File: config.mk
export PLATFORM = sky130hd
export DESIGN_NAME = bmt_stack
export DESIGN_NICKNAME = d
export VERILOG_FILES = /design/src/hdl/bmt_pkg.sv /design/src/hdl/bmt_stack.sv
export SDC_FILE = /design/constraint.sdc
export NUM_CORES = 2
export LEC_CHECK = 0
export ABC_AREA = 0
export ABC_CLOCK_PERIOD_IN_PS = 3750
export BUFFER_PORTS_ARGS = -buffer_cell sky130_fd_sc_hd__clkbuf_2
export CAP_MARGIN = 20
export CORE_MARGIN = 10
export CORE_UTILIZATION = 45
export CTS_CLUSTER_SIZE = 20
export DETAILED_ROUTE_END_ITERATION = 6
export SYNTH_ARGS = -nofsm -noshare
export SYNTH_HDL_FRONTEND = slang
export SYNTH_SLANG_ARGS = --single-unit
File: constraint.sdc
create_clock -name clk -period 3.75 [get_ports clk]
set_input_delay 0.375 -clock clk [delete_from_list [all_inputs] [get_ports clk]]
set_output_delay 0.375 -clock clk [all_outputs]
set_load 0.01 [all_outputs]
File: src/hdl/bmt_pkg.sv
package bmt_pkg;

  localparam int POS_W = 12;
  localparam int PROG_DEPTH_DEF = 4096;
  localparam int STACK_DEPTH_DEF = 256;

  typedef enum logic [1:0] {
    CMD_OPEN   = 2'd0,
    CMD_CLOSE  = 2'd1,
    CMD_LOOKUP = 2'd2
  } cmd_t;

  typedef enum logic [2:0] {
    STAT_OK    = 3'd0,
    STAT_EMPTY = 3'd1,
    STAT_ORDER = 3'd2,
    STAT_FULL  = 3'd3,
    STAT_RANGE = 3'd4
  } status_t;

  typedef enum logic [1:0] {
    KIND_UNKNOWN = 2'd0,
    KIND_OPEN    = 2'd1,
    KIND_CLOSE   = 2'd2
  } kind_t;

  typedef enum logic [1:0] {
    ST_IDLE,
    ST_EXEC,
    ST_WRITE2
  } state_t;

  typedef struct packed {
    kind_t            kind;
    logic [POS_W-1:0] partner;
  } entry_t;

  typedef struct packed {
    logic             push;
    logic             pop;
    logic [POS_W-1:0] data;
  } stk_ctl_t;

  typedef struct packed {
    logic             we;
    logic [POS_W-1:0] addr;
    entry_t           data;
  } tbl_wr_t;

endpackage

File: src/hdl/bmt_stack.sv
module bmt_stack import bmt_pkg::*; #(
  parameter int STACK_DEPTH = STACK_DEPTH_DEF
) (
  input  logic             clk,
  input  logic             rst,
  input  stk_ctl_t         ctl,
  output logic [POS_W-1:0] top,
  output logic             empty,
  output logic             full
);

  localparam int CW  = $clog2(STACK_DEPTH + 1);
  localparam int SAW = (STACK_DEPTH > 1) ? $clog2(STACK_DEPTH) : 1;

  logic [POS_W-1:0] mem [STACK_DEPTH];
  logic [CW-1:0]    count;
  logic [CW-1:0]    top_ptr;

  assign top_ptr = count - CW'(1);
  assign empty   = (count == '0);
  assign full    = (count == CW'(STACK_DEPTH));

  // top word is read every cycle; after a push/pop it is stale until the next clock edge
  always_ff @(posedge clk) begin
    if (ctl.push) begin
      mem[count[SAW-1:0]] <= ctl.data;
    end
    top <= mem[top_ptr[SAW-1:0]];
  end

  always_ff @(posedge clk) begin
    if (rst) begin
      count <= '0;
    end else if (ctl.push) begin
      count <= count + CW'(1);
    end else if (ctl.pop) begin
      count <= count - CW'(1);
    end
  end

  a_push_pop_excl: assert property (@(posedge clk) disable iff (rst)
    !(ctl.push && ctl.pop)) else $error("push and pop together");
  a_no_push_full: assert property (@(posedge clk) disable iff (rst)
    ctl.push |-> !full) else $error("push on full stack");
  a_no_pop_empty: assert property (@(posedge clk) disable iff (rst)
    ctl.pop |-> !empty) else $error("pop on empty stack");

endmodule

==> tab_implementation.tex <==
\begin{tabular}{lr}
\hline
Metric & Value \\
\hline
\multicolumn{2}{l}{\textbf{Outcome}} \\
\quad Outcome & finished clean \\
\multicolumn{2}{l}{\textbf{Critical path}} \\
\quad Startpoint class of the critical path & register \\
\quad Critical path fanouts, max & 68 \\
\quad Largest stage delay on the critical path & 0.67 ns \\
\quad Arr. time, crit path & 4.53 ns \\
\quad Worst-path cell chain & inv\_1 > ha\_4 > buf\_12 > buf\_12 > mux4\_2 > a22oi\_1 > a21oi\_1 > nor3\_1 > o221ai\_1 \\
\quad Type of the worst setup path & register to register \\
\quad Most frequent cell on the critical path & sky130\_fd\_sc\_hd\_\_buf\_12 \\
\quad Endpoint kind of the worst setup timing path & register \\
\quad Crit-path slowest cell & sky130\_fd\_sc\_hd\_\_nor3\_1 \\
\quad Data required time at the worst endpoint & roughly 4.5 ns \\
\multicolumn{2}{l}{\textbf{CTS}} \\
\quad Master cell of the clock root buffer & sky130\_fd\_sc\_hd\_\_clkbuf\_16 \\
\quad Num Clock Sinks & 3093 \\
\quad Htree depth & 5 \\
\quad TritonCTS buffer count & between 300 and 400 \\
\quad Clock Latency Late Sink & around 0.94 ns \\
\quad CTS tree & built \\
\quad Buffers inserted by post-CTS timing repair & 0 \\
\quad Clock transition at path regs & about 0.06 ns \\
\quad Max clock buf depth & 4 \\
\multicolumn{2}{l}{\textbf{Routing}} \\
\quad Post-route DRC violation count & 0 \\
\quad Average detailed-routed wire length per instance & 30.5 um \\
\quad Number of routed nets with antenna violations & 0 \\
\quad Count of routing violations after the opening detailed-route iteration & 6723 \\
\quad Total via count in the routed design & 57500 \\
\quad Routed wire length & between 200 and 300 mm \\
\quad TritonRoute pass-1 iters & 5 \\
\quad Vias/cell & 5.98 \\
\multicolumn{2}{l}{\textbf{Floorplan}} \\
\quad Std-Cell Core Area & 262000 um2 \\
\quad Die span in x & between 500 and 600 um \\
\quad Die boundary height & between 500 and 600 um \\
\quad Die outline area & 284000 um2 \\
\quad Initial core utilization & 45.1\% \\
\quad Number of placement rows & 188 \\
\quad IO Count & 30 \\
\multicolumn{2}{l}{\textbf{Layout}} \\
\quad FF+latch area & 92700 um2 \\
\quad Area taken by multi-input logic gates & 24300 um2 \\
\quad Most used cells in the layout excluding fill and tap cells & sky130\_fd\_sc\_hd\_\_edfxtp\_1 (3072), sky130\_fd\_sc\_hd\_\_mux4\_2 (768), sky130\_fd\_sc\_hd\_\_buf\_4 (435) \\
\quad Leading cell type in the layout, fill and taps excluded & sky130\_fd\_sc\_hd\_\_edfxtp\_1 \\
\quad Number of nets in the layout & 5873 \\
\quad Ratio of cells with drive above 1 in the final layout & 29.1\% \\
\quad Final cell utilization of the core & 52.1\% \\
\quad Layout fillers & between 20000 and 25000 \\
\quad Area grow syn2layout & 15.4\% \\
\quad Area of all placed cells without fillers & 136000 um2 \\
\multicolumn{2}{l}{\textbf{Logic synthesis}} \\
\quad Number of different library cells in the post-synthesis netlist & 48 \\
\quad Syn Nets & 5334 \\
\quad Async S/R FF share, synth & 0\% \\
\quad Portion of the post-synthesis area used by sequential elements & 78.4\% \\
\quad Syn Inst Count & 5314 \\
\quad Warnings from Yosys & 0 \\
\quad Number of flops mapped to enable cells by yosys & 3072 \\
\quad Average cell area after synthesis & about 22 um2 \\
\quad Post-synthesis sequential element count & 3093 \\
\quad Synthesized cell area & approximately 120000 um2 \\
\quad Flip-flop cell with the highest count after synthesis & sky130\_fd\_sc\_hd\_\_edfxtp\_1 \\
\multicolumn{2}{l}{\textbf{Placed design}} \\
\quad Cell Area, Placed & 126000 um2 \\
\quad I/O Buffers & 29 \\
\quad Sum of net half-perimeters after detailed placement & between 150 and 200 mm \\
\quad GP Congestion & 0.811 \\
\multicolumn{2}{l}{\textbf{Global route}} \\
\quad Layer with the highest usage after global routing & met2 \\
\quad Via count of the first global-routing pass & $\sim$58000 \\
\quad Largest net degree at the start of global routing & 148 \\
\quad Sum of overflow across all layers after global routing & 0 \\
\quad GRT Util Overall & 20.3\% \\
\quad Met2 Usage GRT & 31.7\% \\
\quad Met1 usage & 29.4\% \\
\quad Global-route met3 utilization & 3.69\% \\
\quad Number of antenna violations at the first check in global routing & 13 \\
\quad First-pass GRT wire length & between 400 and 500 mm \\
\multicolumn{2}{l}{\textbf{STA}} \\
\quad Number of max-slew violations in the final report & 0 \\
\quad Fin Hold WS & 0.00618 ns \\
\quad Skew final & 0.0777 ns \\
\quad Period utilization & 99.8\% \\
\quad Unrepaired setup endpoints after global routing & no \\
\quad Final setup violation count & 0 \\
\quad Fin crit period & roughly 3.7 ns \\
\quad Slew HR & 18.7\% \\
\quad Fmax achieved & 267 MHz \\
\quad Total count of hold-check failures in the final report & 0 \\
\quad Slew at the pin closest to its max-slew limit & roughly 1.2 ns \\
\multicolumn{2}{l}{\textbf{Flow run}} \\
\quad Total of max-cap violations & 0 \\
\multicolumn{2}{l}{\textbf{Pwr}} \\
\quad Lkg Pwr & 42.5 nW \\
\quad Worst-case vdd ir drop & 0.000591 V \\
\quad Power density cells & around 600 nW/um2 \\
\quad Sum of internal, switching and leakage power & 81.5 mW \\
\multicolumn{2}{l}{\textbf{Hold path}} \\
\quad Class of the tightest hold or removal check & primary input to register \\
\hline
\end{tabular}
[final cells by class]
cell class              instances  share of cell area (%)
inverters                       3                 0.00825
diodes                          6                  0.0110
clock inverters               169                    1.06
clock buffers                 406                    6.39
repair buffers                537                    3.58
flip-flops and latches       3093                    67.9
multi-input cells            1889                    17.8
well taps                    3515                    3.22
[per-layer routing]
layer / up-vias / routed length, um
li1: 23700 / -
met1: 31100 / 123000
met2: 2285 / 139000
met3: 478 / 21900
met4: 0 / 8710
met5: - / 0
[power breakdown]
group          internal, mW  switching [mW]
combinational          4.53            7.68
sequential             38.2           0.171
clock                  18.1            12.8
[kinds of logic after synthesis]
group / synth area share (%)
DFF: 78.4
muxes: 14.9
and+or+nand+nor: 2.03
AOI/OAI and AO/OA: 3.29
buffers and inverters: 1.22
xor gates and xnor gates: 0.104
adders and majority gates: 0.0423
[what timing repair did]
action | in CTS | in global routing
endpoints found under the hold margin | 146 | 0
hold buffers | 9 | 0
resized for setup | 1 | 0
endpoints found under the setup margin | 1 | 0
[cells in the mapped netlist (all sizes together) (2+ instances only)]
| master | number | area [um2] |
|---|---|---|
| mux2i | 36 | 360 |
| edfxtp | 3072 | 92200 |
| or3 | 28 | 175 |
| o21ai | 3 | 26.3 |
| nand4 | 4 | 25.0 |
| and2 | 3 | 21.3 |
| buf | 152 | 769 |
| a21oi | 102 | 518 |
| nor3 | 28 | 140 |
| ha | 4 | 50.1 |
| nand3b | 12 | 90.1 |
| dfxtp | 21 | 420 |
| nor2 | 282 | 1060 |
| mux4 | 768 | 17300 |
| and3 | 15 | 93.8 |
| xnor2 | 9 | 78.8 |
| a22o | 72 | 631 |
| nand3 | 35 | 175 |
| nand2b | 2 | 12.5 |
| a32oi | 24 | 210 |
| nor2b | 7 | 43.8 |
| clkbuf | 177 | 664 |
| nand2 | 125 | 509 |
| nor4 | 2 | 12.5 |
| a22oi | 289 | 2170 |
| inv | 3 | 11.3 |
| o221ai | 24 | 285 |
| xor2 | 5 | 43.8 |
[registers in the layout, indices dropped and copies added (netlist names)]
name / cells
count: 9
mem: 3072
top: 12
[worst paths after layout]
check        startpoint           end  slack (ns)  cells after the start
max            count[0]        top[2]       0.009                      9
min             ctl[10]  mem[115][10]       0.006                      1
max reg2reg    count[0]        top[2]       0.009                      9
min reg2reg    count[8]      count[8]        0.51                      2
[per-stage QoR]
| stage | TNS, ns | setup slack (ns) | instances |
|---|---|---|---|
| after global placement | -0.134 | -0.134 | 9025 |
| final | 0 | 0.00883 | 9618 |
| after global routing | 0 | 0.0302 | 9614 |
| after floorplan | 0 | 0.0154 | 5314 |
| after detailed placement | -0.132 | -0.132 | 9028 |
| after CTS | 0 | 0.113 | 9612 |
[worst max-delay path: cells and delay by family, from the launching register on]
kind                     cells  cell delay (ns)
AO/OA/AOI/OAI                3             0.88
adder cells (fa/ha/maj)      1             0.45
buffers and inverters        3             0.70
flip-flops                   1             0.38
multiplexers                 1             0.39
AND/OR/NAND/NOR              1             0.67
Power figures use the tool's default switching activity.
