--- src/hdl/bmt_pkg.sv ---
package bmt_pkg;

  localparam int POS_W = 12;
  localparam int PROG_DEPTH_DEF = 4096;
  localparam int STACK_DEPTH_DEF = 256;

  typedef enum logic [1:0] {
    CMD_OPEN   = 2'd0,
    CMD_CLOSE  = 2'd1,
    CMD_LOOKUP = 2'd2
  } cmd_t;

  typedef enum logic [2:0] {
    STAT_OK    = 3'd0,
    STAT_EMPTY = 3'd1,
    STAT_ORDER = 3'd2,
    STAT_FULL  = 3'd3,
    STAT_RANGE = 3'd4
  } status_t;

  typedef enum logic [1:0] {
    KIND_UNKNOWN = 2'd0,
    KIND_OPEN    = 2'd1,
    KIND_CLOSE   = 2'd2
  } kind_t;

  typedef enum logic [1:0] {
    ST_IDLE,
    ST_EXEC,
    ST_WRITE2
  } state_t;

  typedef struct packed {
    kind_t            kind;
    logic [POS_W-1:0] partner;
  } entry_t;

  typedef struct packed {
    logic             push;
    logic             pop;
    logic [POS_W-1:0] data;
  } stk_ctl_t;

  typedef struct packed {
    logic             we;
    logic [POS_W-1:0] addr;
    entry_t           data;
  } tbl_wr_t;

endpackage

--- src/hdl/bmt_ctrl.sv ---
module bmt_ctrl import bmt_pkg::*; #(
  parameter int PROG_DEPTH = PROG_DEPTH_DEF
) (
  input  logic             clk,
  input  logic             rst,
  input  logic             start,
  input  logic [1:0]       cmd,
  input  logic [POS_W-1:0] position,
  input  logic             clearing,
  input  logic [POS_W-1:0] stk_top,
  input  logic             stk_empty,
  input  logic             stk_full,
  input  entry_t           rd_entry,
  output logic             busy,
  output stk_ctl_t         stk_ctl,
  output tbl_wr_t          tbl_wr,
  output logic [POS_W-1:0] tbl_rd_addr,
  output logic             done,
  output logic [2:0]       status,
  output logic [1:0]       kind,
  output logic [POS_W-1:0] partner
);

  state_t           state, state_next;
  logic [1:0]       cmd_q;
  logic [POS_W-1:0] pos_q;
  logic [POS_W-1:0] left_q;
  logic             in_range;
  logic             res_valid;
  status_t          status_next;
  kind_t            kind_next;
  logic [POS_W-1:0] partner_next;

  assign busy        = clearing || (state != ST_IDLE);
  // table read is issued with the incoming word, data lands in ST_EXEC
  assign tbl_rd_addr = position;
  assign in_range    = ({{(32 - POS_W){1'b0}}, pos_q} < 32'(PROG_DEPTH));

  always_ff @(posedge clk) begin
    if (rst) begin
      state <= ST_IDLE;
      done  <= 1'b0;
    end else begin
      state <= state_next;
      done  <= res_valid;
    end
  end

  always_ff @(posedge clk) begin
    if (start && !busy) begin
      cmd_q <= cmd;
      pos_q <= position;
    end
    if (state == ST_EXEC) begin
      left_q <= stk_top;
    end
    status  <= status_next;
    kind    <= kind_next;
    partner <= partner_next;
  end

  always_comb begin
    state_next   = state;
    res_valid    = 1'b0;
    status_next  = STAT_OK;
    kind_next    = KIND_UNKNOWN;
    partner_next = '0;
    stk_ctl      = '0;
    stk_ctl.data = pos_q;
    tbl_wr       = '0;
    case (state)
      ST_IDLE: begin
        if (start && !busy) begin
          state_next = ST_EXEC;
        end
      end
      ST_EXEC: begin
        res_valid  = 1'b1;
        state_next = ST_IDLE;
        if (cmd_q == CMD_OPEN || cmd_q == CMD_CLOSE || cmd_q == CMD_LOOKUP) begin
          if (!in_range) begin
            status_next = STAT_RANGE;
          end else begin
            case (cmd_q)
              CMD_OPEN: begin
                if (stk_full) begin
                  status_next = STAT_FULL;
                end else begin
                  stk_ctl.push = 1'b1;
                end
              end
              CMD_CLOSE: begin
                if (stk_empty) begin
                  status_next = STAT_EMPTY;
                end else if (stk_top >= pos_q) begin
                  status_next = STAT_ORDER;
                end else begin
                  stk_ctl.pop          = 1'b1;
                  tbl_wr.we            = 1'b1;
                  tbl_wr.addr          = stk_top;
                  tbl_wr.data.kind     = KIND_OPEN;
                  tbl_wr.data.partner  = pos_q;
                  state_next           = ST_WRITE2;
                end
              end
              default: begin
                kind_next = rd_entry.kind;
                if (rd_entry.kind != KIND_UNKNOWN) begin
                  partner_next = rd_entry.partner;
                end
              end
            endcase
          end
        end
      end
      ST_WRITE2: begin
        // second half of a close: the close entry points back to its open
        tbl_wr.we           = 1'b1;
        tbl_wr.addr         = pos_q;
        tbl_wr.data.kind    = KIND_CLOSE;
        tbl_wr.data.partner = left_q;
        state_next          = ST_IDLE;
      end
      default: begin
        state_next = ST_IDLE;
      end
    endcase
  end

  a_done_after_exec: assert property (@(posedge clk) disable iff (rst)
    done |-> $past(state == ST_EXEC)) else $error("strobe without execute");
  a_accept_to_exec: assert property (@(posedge clk) disable iff (rst)
    (start && !busy) |=> state == ST_EXEC) else $error("accepted word not executed");
  a_write2_after_exec: assert property (@(posedge clk) disable iff (rst)
    state == ST_WRITE2 |-> $past(state == ST_EXEC && tbl_wr.we))
    else $error("second table write without first");

endmodule

--- config.mk ---
export PLATFORM = sky130hd
export DESIGN_NAME = bmt_ctrl
export DESIGN_NICKNAME = d
export VERILOG_FILES = /design/src/hdl/bmt_pkg.sv /design/src/hdl/bmt_ctrl.sv
export SDC_FILE = /design/constraint.sdc
export NUM_CORES = 1
export LEC_CHECK = 0
export BUFFER_PORTS_ARGS = -buffer_cell sky130_fd_sc_hd__clkbuf_2
export CORE_AREA = 4 4 88 90
export CTS_BUF_LIST = sky130_fd_sc_hd__clkbuf_8
export CTS_CLUSTER_SIZE = 40
export DETAILED_ROUTE_END_ITERATION = 10
export DIE_AREA = 0 0 92 94
export GPL_ROUTABILITY_DRIVEN = 0
export PLACE_DENSITY = 0.66
export SETUP_SLACK_MARGIN = 0.05
export SYNTH_ARGS = -nofsm -noshare
export SYNTH_HDL_FRONTEND = slang
export SYNTH_SLANG_ARGS = --single-unit
--- constraint.sdc ---
create_clock -name clk -period 4.9 [get_ports clk]
set_input_delay 0.49 -clock clk [delete_from_list [all_inputs] [get_ports clk]]
set_output_delay 0.49 -clock clk [all_outputs]
set_load 0.01 [all_outputs]
==> results.ini, run 1 <==
[grt]
grt_max_degree = 30
global_route_wire_length_before_repair_mm = 10.2
grt_pass1_vias = 2064
grt_use_total_pct = 14.9
antenna_found_initial = 0
grt_residual_overflow = 0

[power_and_ir_drop]
seq_power_share_pct = 49.6
sw_frac_of_total_pct = 23.3
power.internal_mw = 0.654
comb_power_share_pct = 11.7
p_clk_share_pct = 38.6
netSwitchingPower_mw = 0.199
static-leakage-power_nw = 1.38
finalPower_mw = 0.853
vdd_drop_max_v = 0.000173
p_per_area_mw_per_mm2 = 280

[clock_network]
ctsLongestPathBuffers = 2
clk_pin_slew_worst_paths_ns = 0.09
cts_resized = 0
clockRootBuffer = sky130_fd_sc_hd__clkbuf_8
cts.htree.levels = 2
postCtsHoldBufs = 0
tritoncts = built
postCtsSetupBuffers = 0
clock_insertion_delay_worst_skew_ns = 0.29
cts_buffers = 5
clock_sink_count = 45

[floorplan]
fp-row-count = 31
dieHeight_um = 94
dieWidth_um = 92
top_level_ports = 118
initial_utilization_pct = 33.9
core_region_area_mm2 = 0.00706
fp.dieArea_mm2 = 0.00865

[routing]
detail-route-antenna-nets = 0
detail_route.iter0.violations = 58
first_pass_iters = 4
detail_route.drc_violations = 0
drt-total-wl_mm = 6.44
viasPerCell = 5.00
detail_route.wl_per_cell_um = 15.1
via_count = 2139

[setup_path]
critPathMaxStageDelay_ns = 0.66
timing.critical_path.to_type = output port
cp_cell_sequence = inv_1, ha_1, nand2b_1, nor2_4, o2111ai_1, o21ai_2, clkbuf_2
critical_path_fanout_max = 27
worst-r2r-cell-count = 6
crit_cells = 7
critPathTopFamily = simple AND/OR/NAND/NOR gates
crit_arrival_ns = 2.90
critical-path-slowest-cell = sky130_fd_sc_hd__ha_1
setup.worst_path.start_class = flip-flop
timing.critical_path.buf_inv = 2
required_ns = 4.41
worstSetupPathType = reg2out

[layout]
layout.cells.most_common_list = sky130_fd_sc_hd__clkbuf_2 (116), sky130_fd_sc_hd__nand2_1 (27), sky130_fd_sc_hd__edfxtp_1 (26), sky130_fd_sc_hd__o2111ai_1 (25), sky130_fd_sc_hd__dfxtp_1 (19)
final_stage_net_count = 390
design_area_mm2 = 0.00304
layout.cells.most_common = sky130_fd_sc_hd__clkbuf_2
area.growth.synth_to_final_pct = 27.0
post_route_cells_drive_above_1_share_pct = 39.5
num_antenna_cells = 0

[hold_path]
worst_hold_path.num_cells = 1
hp-class = in2reg

[synth]
syn_area_per_cell_um2 = 10.2
synth_warnings = 0
synthesis.area_mm2 = 0.00239
synth_sequential_area_ratio_pct = 48.5
post_synth_num_cell_types = 35
postSynthCellCount = 235
synthesis.nets = 297
postSynthRegisterBits = 45

[sta]
clock.fmax_ghz = 0.295
finalHoldViolations = 0
finalWorstPathRequiredPeriod_ns = 3.39
setup_violations = 0
slew_viol_final = 0
relSlewSlack_pct = 33.3
max_slew.worst_pin.slew_ns = 1.00
final_min_period_over_clock_period_pct = 69.1
grt_setup_unrepaired = no
totalNegativeSetupSlack_ns = 0
clock-skew-final_ns = 0.00785

[placement]
post-dp-hpwl_mm = 4.72
io_buffers = 116
placement.cell_area_mm2 = 0.00291

[run_status]
status = complete, no violations

[job]
drv.max_cap_violation_count = 0

[stage by stage]
step	util [%]	hold slack [ns]	setup slack (ns)	std cells
floorplan	-	0.486	2.58	235
global placement	41.2	0.504	1.92	420
detailed placement	41.2	0.533	1.84	420
CTS	43.1	0.353	1.53	428
global route	43.1	0.352	1.27	428
finish	43.1	0.365	1.51	428
[kinds of logic after synthesis]
kind of cell	after synthesis	synth area share [%]
AND/OR/NAND/NOR	59	12.9
other	1	0.157
adder cells (fa/ha/maj)	16	8.36
AO/OA/AOI/OAI	67	19.2
flip-flops	45	48.5
buffers and inverters	47	10.8
[sequential cells by signal, indices dropped and copies added, names as in the netlist]
register / count
pos_q: 12
left_q: 12
done: 1
state: 2
cmd_q: 2
partner: 12
kind: 2
status: 2
[synth_stat cells]
cell,count,area share (%)
sky130_fd_sc_hd__a21oi_2,1,0.37
sky130_fd_sc_hd__nand3_1,1,0.21
sky130_fd_sc_hd__clkbuf_1,6,0.94
sky130_fd_sc_hd__and4b_1,2,0.84
sky130_fd_sc_hd__o21ai_0,11,2.3
sky130_fd_sc_hd__edfxtp_1,26,33
sky130_fd_sc_hd__and4_1,1,0.37
sky130_fd_sc_hd__o2111ai_1,25,9.1
sky130_fd_sc_hd__nor3_1,1,0.21
sky130_fd_sc_hd__a21oi_1,5,1.0
sky130_fd_sc_hd__dfxtp_1,19,16
sky130_fd_sc_hd__nor2_1,5,0.78
sky130_fd_sc_hd__nand2b_1,4,1.0
sky130_fd_sc_hd__nor3b_1,1,0.31
sky130_fd_sc_hd__o32ai_1,1,0.37
sky130_fd_sc_hd__a221o_1,1,0.42
sky130_fd_sc_hd__conb_1,1,0.16
sky130_fd_sc_hd__buf_2,9,1.9
sky130_fd_sc_hd__buf_4,14,4.4
sky130_fd_sc_hd__o21ai_1,17,3.6
sky130_fd_sc_hd__nor2b_1,1,0.26
sky130_fd_sc_hd__o21bai_1,1,0.31
sky130_fd_sc_hd__ha_1,16,8.4
sky130_fd_sc_hd__nor2_4,1,0.47
sky130_fd_sc_hd__or2_2,1,0.26
sky130_fd_sc_hd__nand4_2,1,0.52
sky130_fd_sc_hd__inv_1,16,2.5
sky130_fd_sc_hd__nand2_1,27,4.2
sky130_fd_sc_hd__buf_6,1,0.47
sky130_fd_sc_hd__and2_1,13,3.4
sky130_fd_sc_hd__o21a_1,2,0.63
sky130_fd_sc_hd__o211ai_1,1,0.31
sky130_fd_sc_hd__buf_8,1,0.63
sky130_fd_sc_hd__o211a_1,1,0.42
sky130_fd_sc_hd__o21ai_2,1,0.37
[final cells by class]
type                            count  area (um2)
Tap cell                           99         124
Clock buffer                        5        68.8
Sequential cell                    45        1160
Multi-Input combinational cell    143         973
Timing Repair Buffer              117         588
Fill cell                         755        4020
Inverter                           16        60.1
Clock inverter                      3        65.1
[layer usage]
layer | up-vias | GRT usage (%) | part of all wire [%]
met2 | 84 | 25.4 | 51
met1 | 1023 | 18.4 | 42
met5 | - | 0 | 0
li1 | 1024 | - | -
met4 | 0 | 5.07 | 1.4
met3 | 8 | 3.53 | 6.1
[path summary, 6_finish.rpt]
| path | slack, ns | end | startpoint |
|---|---|---|---|
| min | 0.37 | cmd_q[0] | cmd[0] |
| min reg2reg | 0.54 | state[0] | state[0] |
| max | 1.51 | tbl_wr[3] | state[1] |
| max reg2reg | 2.51 | state[1] | state[1] |
[power by group through the flow]
stage	registers, mW	logic [mW]	clock network (mW)
3_5_place_dp	0.432	0.101	0
3_3_place_gp	0.432	0.0983	0
6_report	0.423	0.100	0.329
5_1_grt	0.425	0.113	0.356
2_1_floorplan	0.433	0.0628	0
4_1_cts	0.423	0.101	0.338
(Power assumes the default switching activity.)
==> run 2, diff against run 1 <==
--- a/config.mk
+++ b/config.mk
@@ -5,6 +5,7 @@
 export SDC_FILE = /design/constraint.sdc
 export NUM_CORES = 1
 export LEC_CHECK = 0
+export ABC_AREA = 1
 export BUFFER_PORTS_ARGS = -buffer_cell sky130_fd_sc_hd__clkbuf_2
 export CORE_AREA = 4 4 88 90
 export CTS_BUF_LIST = sky130_fd_sc_hd__clkbuf_8
==> constraint.sdc (replaced) <==
create_clock -name clk -period 3.25 [get_ports clk]
set_input_delay 0.325 -clock clk [delete_from_list [all_inputs] [get_ports clk]]
set_output_delay 0.325 -clock clk [all_outputs]
set_load 0.01 [all_outputs]
==> results.ini, run 2 <==
[run_status]
status = complete, no violations

[synth]
post_synth_num_cell_types = 25
synth_warnings = 0
synth.area.top_cells = sky130_fd_sc_hd__edfxtp_1 (33%), sky130_fd_sc_hd__dfxtp_1 (16%), sky130_fd_sc_hd__nand2_1 (12%)
postSynthCellCount = 267
synth.largest_area_cell = sky130_fd_sc_hd__edfxtp_1
synth_sequential_area_ratio_pct = 48.7
synth_most_common_cell = sky130_fd_sc_hd__nand2_1
postSynthRegisterBits = 45
post_synth_most_frequent_cells = sky130_fd_sc_hd__nand2_1 (74), sky130_fd_sc_hd__inv_1 (42), sky130_fd_sc_hd__edfxtp_1 (26)
ys.flop_type = sky130_fd_sc_hd__edfxtp_1
syn_area_per_cell_um2 = 8.94
yosysTopAreaCellShare_pct = 32.7
asyncSetResetFlopFracSynth_pct = 0
synthesis.nets = 329
synthesis.area_mm2 = 0.00239
synth_enable_flop_cells = 26

[grt]
grt_max_degree = 28
grt_pass1_vias = 2116
global_route_wire_length_before_repair_mm = 9.72
grt_residual_overflow = 0
grt_use_total_pct = 14.3
antenna_found_initial = 0

[setup_path]
critical_path_fanout_max = 25
timing.critical_path.to_type = output port
setup.worst_path.start_class = flip-flop
path_common_cell = sky130_fd_sc_hd__nand2_1
crit_arrival_ns = 2.39
critPathTopFamily = compound AO/OA/AOI/OAI gates
worstSetupPathType = reg2out
required_ns = 2.92
critPathMaxStageDelay_ns = 0.50
timing.critical_path.buf_inv = 4
critical-path-slowest-cell = sky130_fd_sc_hd__a21oi_4
cp_cell_sequence = inv_1, ha_1, nand2_1, inv_1, nand2_1, nand2_1, clkinv_1, nand2_2, a21oi_4, nand2_1, o21ai_1, clkbuf_2

[power_and_ir_drop]
finalPower_mw = 1.36
vdd_drop_max_v = 0.000203
static-leakage-power_nw = 1.65
p_per_area_mw_per_mm2 = 444

[sta]
clock-skew-final_ns = 0.00855
slew_viol_final = 0
final_min_period_over_clock_period_pct = 83.6
max_slew.worst_pin.slew_ns = 0.848
clock.fmax_ghz = 0.368
totalNegativeSetupSlack_ns = 0
hold_slack_ns = 0.201
finalHoldViolations = 0
relSlewSlack_pct = 43.4
grt_setup_unrepaired = no
finalWorstPathRequiredPeriod_ns = 2.72
setup_violations = 0

[floorplan]
fp-row-count = 31
top_level_ports = 118
core_region_area_mm2 = 0.00706
dieHeight_um = 94
initial_utilization_pct = 33.8
fp.dieArea_mm2 = 0.00865
dieWidth_um = 92

[hold_path]
hp-class = in2reg

[clock_network]
clk_pin_slew_worst_paths_ns = 0.08
cts.htree.levels = 2
clock_sink_count = 45
ctsLongestPathBuffers = 2
postCtsSetupBuffers = 0
cts_resized = 0
clock_insertion_delay_worst_skew_ns = 0.30
cts_buffers = 5
tritoncts = built
postCtsHoldBufs = 0
clockRootBuffer = sky130_fd_sc_hd__clkbuf_8

[layout]
post_route_cells_drive_above_1_share_pct = 39.7
layout.cells.non_filler = 469
num_antenna_cells = 0
area.growth.synth_to_final_pct = 28.3
layout.cells.most_common = sky130_fd_sc_hd__clkbuf_2
layout.cells.most_common_list = sky130_fd_sc_hd__clkbuf_2 (116), sky130_fd_sc_hd__nand2_1 (74), sky130_fd_sc_hd__inv_1 (42), sky130_fd_sc_hd__edfxtp_1 (26), sky130_fd_sc_hd__nand4_1 (25)
filler_cell_count = 745
final_stage_net_count = 431
reg_top3 = left_q (12), partner (12), pos_q (12)

[routing]
detail_route.wl_per_cell_um = 12.8
detail-route-antenna-nets = 0
viasPerCell = 4.37
via_count = 2050
detail_route.iter0.violations = 64
first_pass_iters = 4
detail_route.drc_violations = 0
drt-total-wl_mm = 6.01

[placement]
post-dp-hpwl_mm = 4.68
dpl.cell_count = 461
io_buffers = 116

[job]
drv.max_cap_violation_count = 0

==> run 2: cell type report <==
type                       instances  area, um2  share of cell area [%]
clock inverter                     2       36.3                    1.19
inverter                          45        169                    5.52
timing repair buffer             118        596                    19.5
tap                               99        124                    4.05
sequential                        45       1160                    37.9
multi-input combinational        154        892                    29.1
clock buffer                       6       82.6                    2.70
==> run 2: cell families (layout without fill, tap and decap cells) <==
group           Yosys count  count (layout)  synth area share, %
simple gates            126             126                 25.4
compound gates           11              11                 3.36
buf+inv                  68             171                 14.1
other cells               1               1                0.157
fa+ha+maj                16              16                 8.39
flops                    45              45                 48.7
==> run 2: worst register-to-register path, stage by stage (launching register included) <==
cell,delay (ns)
sky130_fd_sc_hd__dfxtp_1,0.33
sky130_fd_sc_hd__inv_1,0.10
sky130_fd_sc_hd__ha_1,0.22
sky130_fd_sc_hd__nand2_1,0.10
sky130_fd_sc_hd__nor2_2,0.65
sky130_fd_sc_hd__inv_1,0.16
sky130_fd_sc_hd__nand2_1,0.13
sky130_fd_sc_hd__o21bai_1,0.07
sky130_fd_sc_hd__a21oi_1,0.10
==> run 2: layer usage <==
metal	vias to the layer above	track usage [%]	routed length [um]
met4	0	4.33	78
li1	1052	-	-
met2	81	24.8	2780
met5	-	0	0
met1	909	16.3	2570
met3	8	5.53	584
==> run 2: through the flow <==
step | instance area [um2] | setup slack (ns) | util [%]
detailed placement | 2940 | 0.825 | 41.7
finish | 3060 | 0.532 | 43.4
global route | 3060 | 0.221 | 43.4
CTS | 3060 | 0.506 | 43.4
floorplan | 2390 | 1.34 | -
global placement | 2940 | 0.867 | 41.7
==> run 2: worst paths after layout <==
path	from	to	slack [ns]	cells after the start
worst max-delay path	pos_q[11]	tbl_wr[26]	0.53	12
worst min-delay path	cmd[0]	cmd_q[0]	0.20	1
worst max register to register	state[0]	state[1]	1.31	8
worst min register to register	state[0]	state[0]	0.48	2
==> run 2: power breakdown <==
part           leakage [nW]  internal [mW]  switching (mW)  total [mW]
logic                  1.19         0.0909           0.163       0.253
registers             0.394          0.641          0.0189       0.660
clock network        0.0617          0.251           0.196       0.447
==> run 3, diff against run 2 <==
--- a/config.mk
+++ b/config.mk
@@ -13,7 +13,7 @@
 export DETAILED_ROUTE_END_ITERATION = 10
 export DIE_AREA = 0 0 92 94
 export GPL_ROUTABILITY_DRIVEN = 0
-export PLACE_DENSITY = 0.66
+export PLACE_DENSITY = 0.68
 export SETUP_SLACK_MARGIN = 0.05
 export SYNTH_ARGS = -nofsm -noshare
 export SYNTH_HDL_FRONTEND = slang
==> constraint.sdc (replaced) <==
create_clock -name clk -period 2.5 [get_ports clk]
set_input_delay 0.25 -clock clk [delete_from_list [all_inputs] [get_ports clk]]
set_output_delay 0.25 -clock clk [all_outputs]
set_load 0.01 [all_outputs]
==> results.ini, run 3 (synthesis results as in run 2) <==
[floorplan]
initial_utilization_pct = 33.8
dieHeight_um = 94
dieWidth_um = 92
fp.dieArea_mm2 = 0.00865
fp-row-count = 31
core_region_area_mm2 = 0.00706
top_level_ports = 118

[sta]
finalWorstPathRequiredPeriod_ns = 2.31
clock-skew-final_ns = 0.0116
final_min_period_over_clock_period_pct = 92.6
slew_viol_final = 0
totalNegativeSetupSlack_ns = 0
setup_violations = 0
relSlewSlack_pct = 55.0
final_critical_path_setup_slack_ns = 0.186
grt_setup_unrepaired = no
finalHoldViolations = 0
clock.fmax_ghz = 0.432
max_slew.worst_pin.slew_ns = 0.675

[layout]
filler_cell_count = 735
reg_top3 = left_q (12), partner (12), pos_q (12)
layout.cells.most_common_list = sky130_fd_sc_hd__clkbuf_2 (116), sky130_fd_sc_hd__nand2_1 (74), sky130_fd_sc_hd__inv_1 (42), sky130_fd_sc_hd__edfxtp_1 (26), sky130_fd_sc_hd__nand4_1 (25)
final_stage_net_count = 447
layout.cells.non_filler = 485
post-route-util_pct = 45.1
num_antenna_cells = 0
post_route_cells_drive_above_1_share_pct = 42.0
area.growth.synth_to_final_pct = 33.6
layout.cells.most_common = sky130_fd_sc_hd__clkbuf_2

[routing]
viasPerCell = 4.36
detail_route.iter0.violations = 67
detail_route.drc_violations = 0
detail_route.wl_per_cell_um = 12.5
via_count = 2117
drt-total-wl_mm = 6.06
detail-route-antenna-nets = 0
first_pass_iters = 4

[job]
drv.max_cap_violation_count = 0

[setup_path]
crit_arrival_ns = 2.06
r2r_start = state[1]
origin_of_the_worst_setup_path = pos_q[9]
timing.critical_path.to_type = output port
worstSetupPathType = reg2out
required_ns = 2.25
setup.worst_path.start_class = flip-flop
critical_path_fanout_max = 10

[clock_network]
cts_buffers = 5
postCtsHoldBufs = 0
clock_insertion_delay_worst_skew_ns = 0.31
tritoncts = built
cts.htree.levels = 2
clock_sink_count = 45
clockRootBuffer = sky130_fd_sc_hd__clkbuf_8
ctsLongestPathBuffers = 2
clk_pin_slew_worst_paths_ns = 0.10

[grt]
grt_pass1_vias = 2039
grt_use_total_pct = 13.9
antenna_found_initial = 0
global_route.usage.met2_pct = 23.3
use_met3_pct = 5.53
grt.busiest_layer = met2
grt_max_degree = 28
grt_util_met1_pct = 16.2
grt_residual_overflow = 0
global_route_wire_length_before_repair_mm = 9.43

[hold_path]
timing.hold.worst.start = cmd[0]
hp-class = in2reg

[power_and_ir_drop]
static-leakage-power_nw = 1.73
finalPower_mw = 1.79
vdd_drop_max_v = 0.000255
p_per_area_mw_per_mm2 = 563

[placement]
place_ws_ns = 0.430
io_buffers = 116
dpl.cell_count = 466
post-dp-hpwl_mm = 4.73

[run_status]
status = complete, no violations

## run 3: changes by cell type in the layout (fill, tap and decap cells not counted)
| cell | before | now |
|---|---|---|
| sky130_fd_sc_hd__buf_4 | 2 | 16 |
| sky130_fd_sc_hd__inv_6 | 0 | 2 |
| sky130_fd_sc_hd__buf_6 | 0 | 1 |
| sky130_fd_sc_hd__buf_8 | 0 | 1 |
| sky130_fd_sc_hd__clkbuf_8 | 6 | 5 |
| sky130_fd_sc_hd__inv_4 | 1 | 0 |
| sky130_fd_sc_hd__nor2_1 | 5 | 6 |
| sky130_fd_sc_hd__nor2_2 | 13 | 12 |
## run 3: metrics by stage
step / hold slack, ns / instance area [um2]
finish: 0.111 / 3190
global route: 0.104 / 3190
CTS: 0.105 / 3090
detailed placement: 0.431 / 2980
global placement: 0.431 / 2980
floorplan: 0.319 / 2390
## run 3: worst max-delay path, stage by stage (launching register included)
cell	delay [ns]
sky130_fd_sc_hd__edfxtp_1	0.45
sky130_fd_sc_hd__inv_1	0.08
sky130_fd_sc_hd__ha_1	0.23
sky130_fd_sc_hd__nand2_1	0.06
sky130_fd_sc_hd__nand2_1	0.04
sky130_fd_sc_hd__nand2_1	0.05
sky130_fd_sc_hd__nand2_1	0.05
sky130_fd_sc_hd__clkinv_1	0.05
sky130_fd_sc_hd__nand2_2	0.07
sky130_fd_sc_hd__a21oi_4	0.15
sky130_fd_sc_hd__buf_6	0.16
sky130_fd_sc_hd__nand2_1	0.07
sky130_fd_sc_hd__o21ai_1	0.14
sky130_fd_sc_hd__clkbuf_2	0.15
## run 3: final timing paths
| check | end | slack [ns] | cells after the start |
|---|---|---|---|
| setup / recovery | tbl_wr[26] | 0.19 | 13 |
| hold / removal | cmd_q[0] | 0.11 | 1 |
| setup reg to reg | partner[9] | 0.84 | 6 |
| hold reg to reg | state[0] | 0.50 | 2 |
## run 3: what timing repair did
action | CTS | global route
endpoints found under the setup margin | 0 | 26
buffers inserted | 0 | 11
gates resized for setup | 0 | 3
## run 3: layer usage
layer  vias to the layer above  part of all wire [%]
met1                       933                    42
li1                       1082                     -
met5                         -                     0
met2                        93                    46
met3                         9                    10
met4                         0                   1.4
## run 3: layout make-up
type | instances | area [um2] | share of cell area [%]
Clock buffer | 5 | 68.8 | 2.16
Clock inverter | 3 | 47.5 | 1.49
Inverter | 45 | 169 | 5.30
Multi-Input combinational cell | 154 | 890 | 27.9
Sequential cell | 45 | 1160 | 36.4
Tap cell | 99 | 124 | 3.89
Timing Repair Buffer | 134 | 727 | 22.8
## run 3: power breakdown
group          leakage, nW  switching (mW)  internal (mW)
Clock               0.0591           0.272          0.305
Sequential           0.394          0.0224          0.832
Combinational         1.27           0.217          0.144
Total                 1.73           0.511           1.28
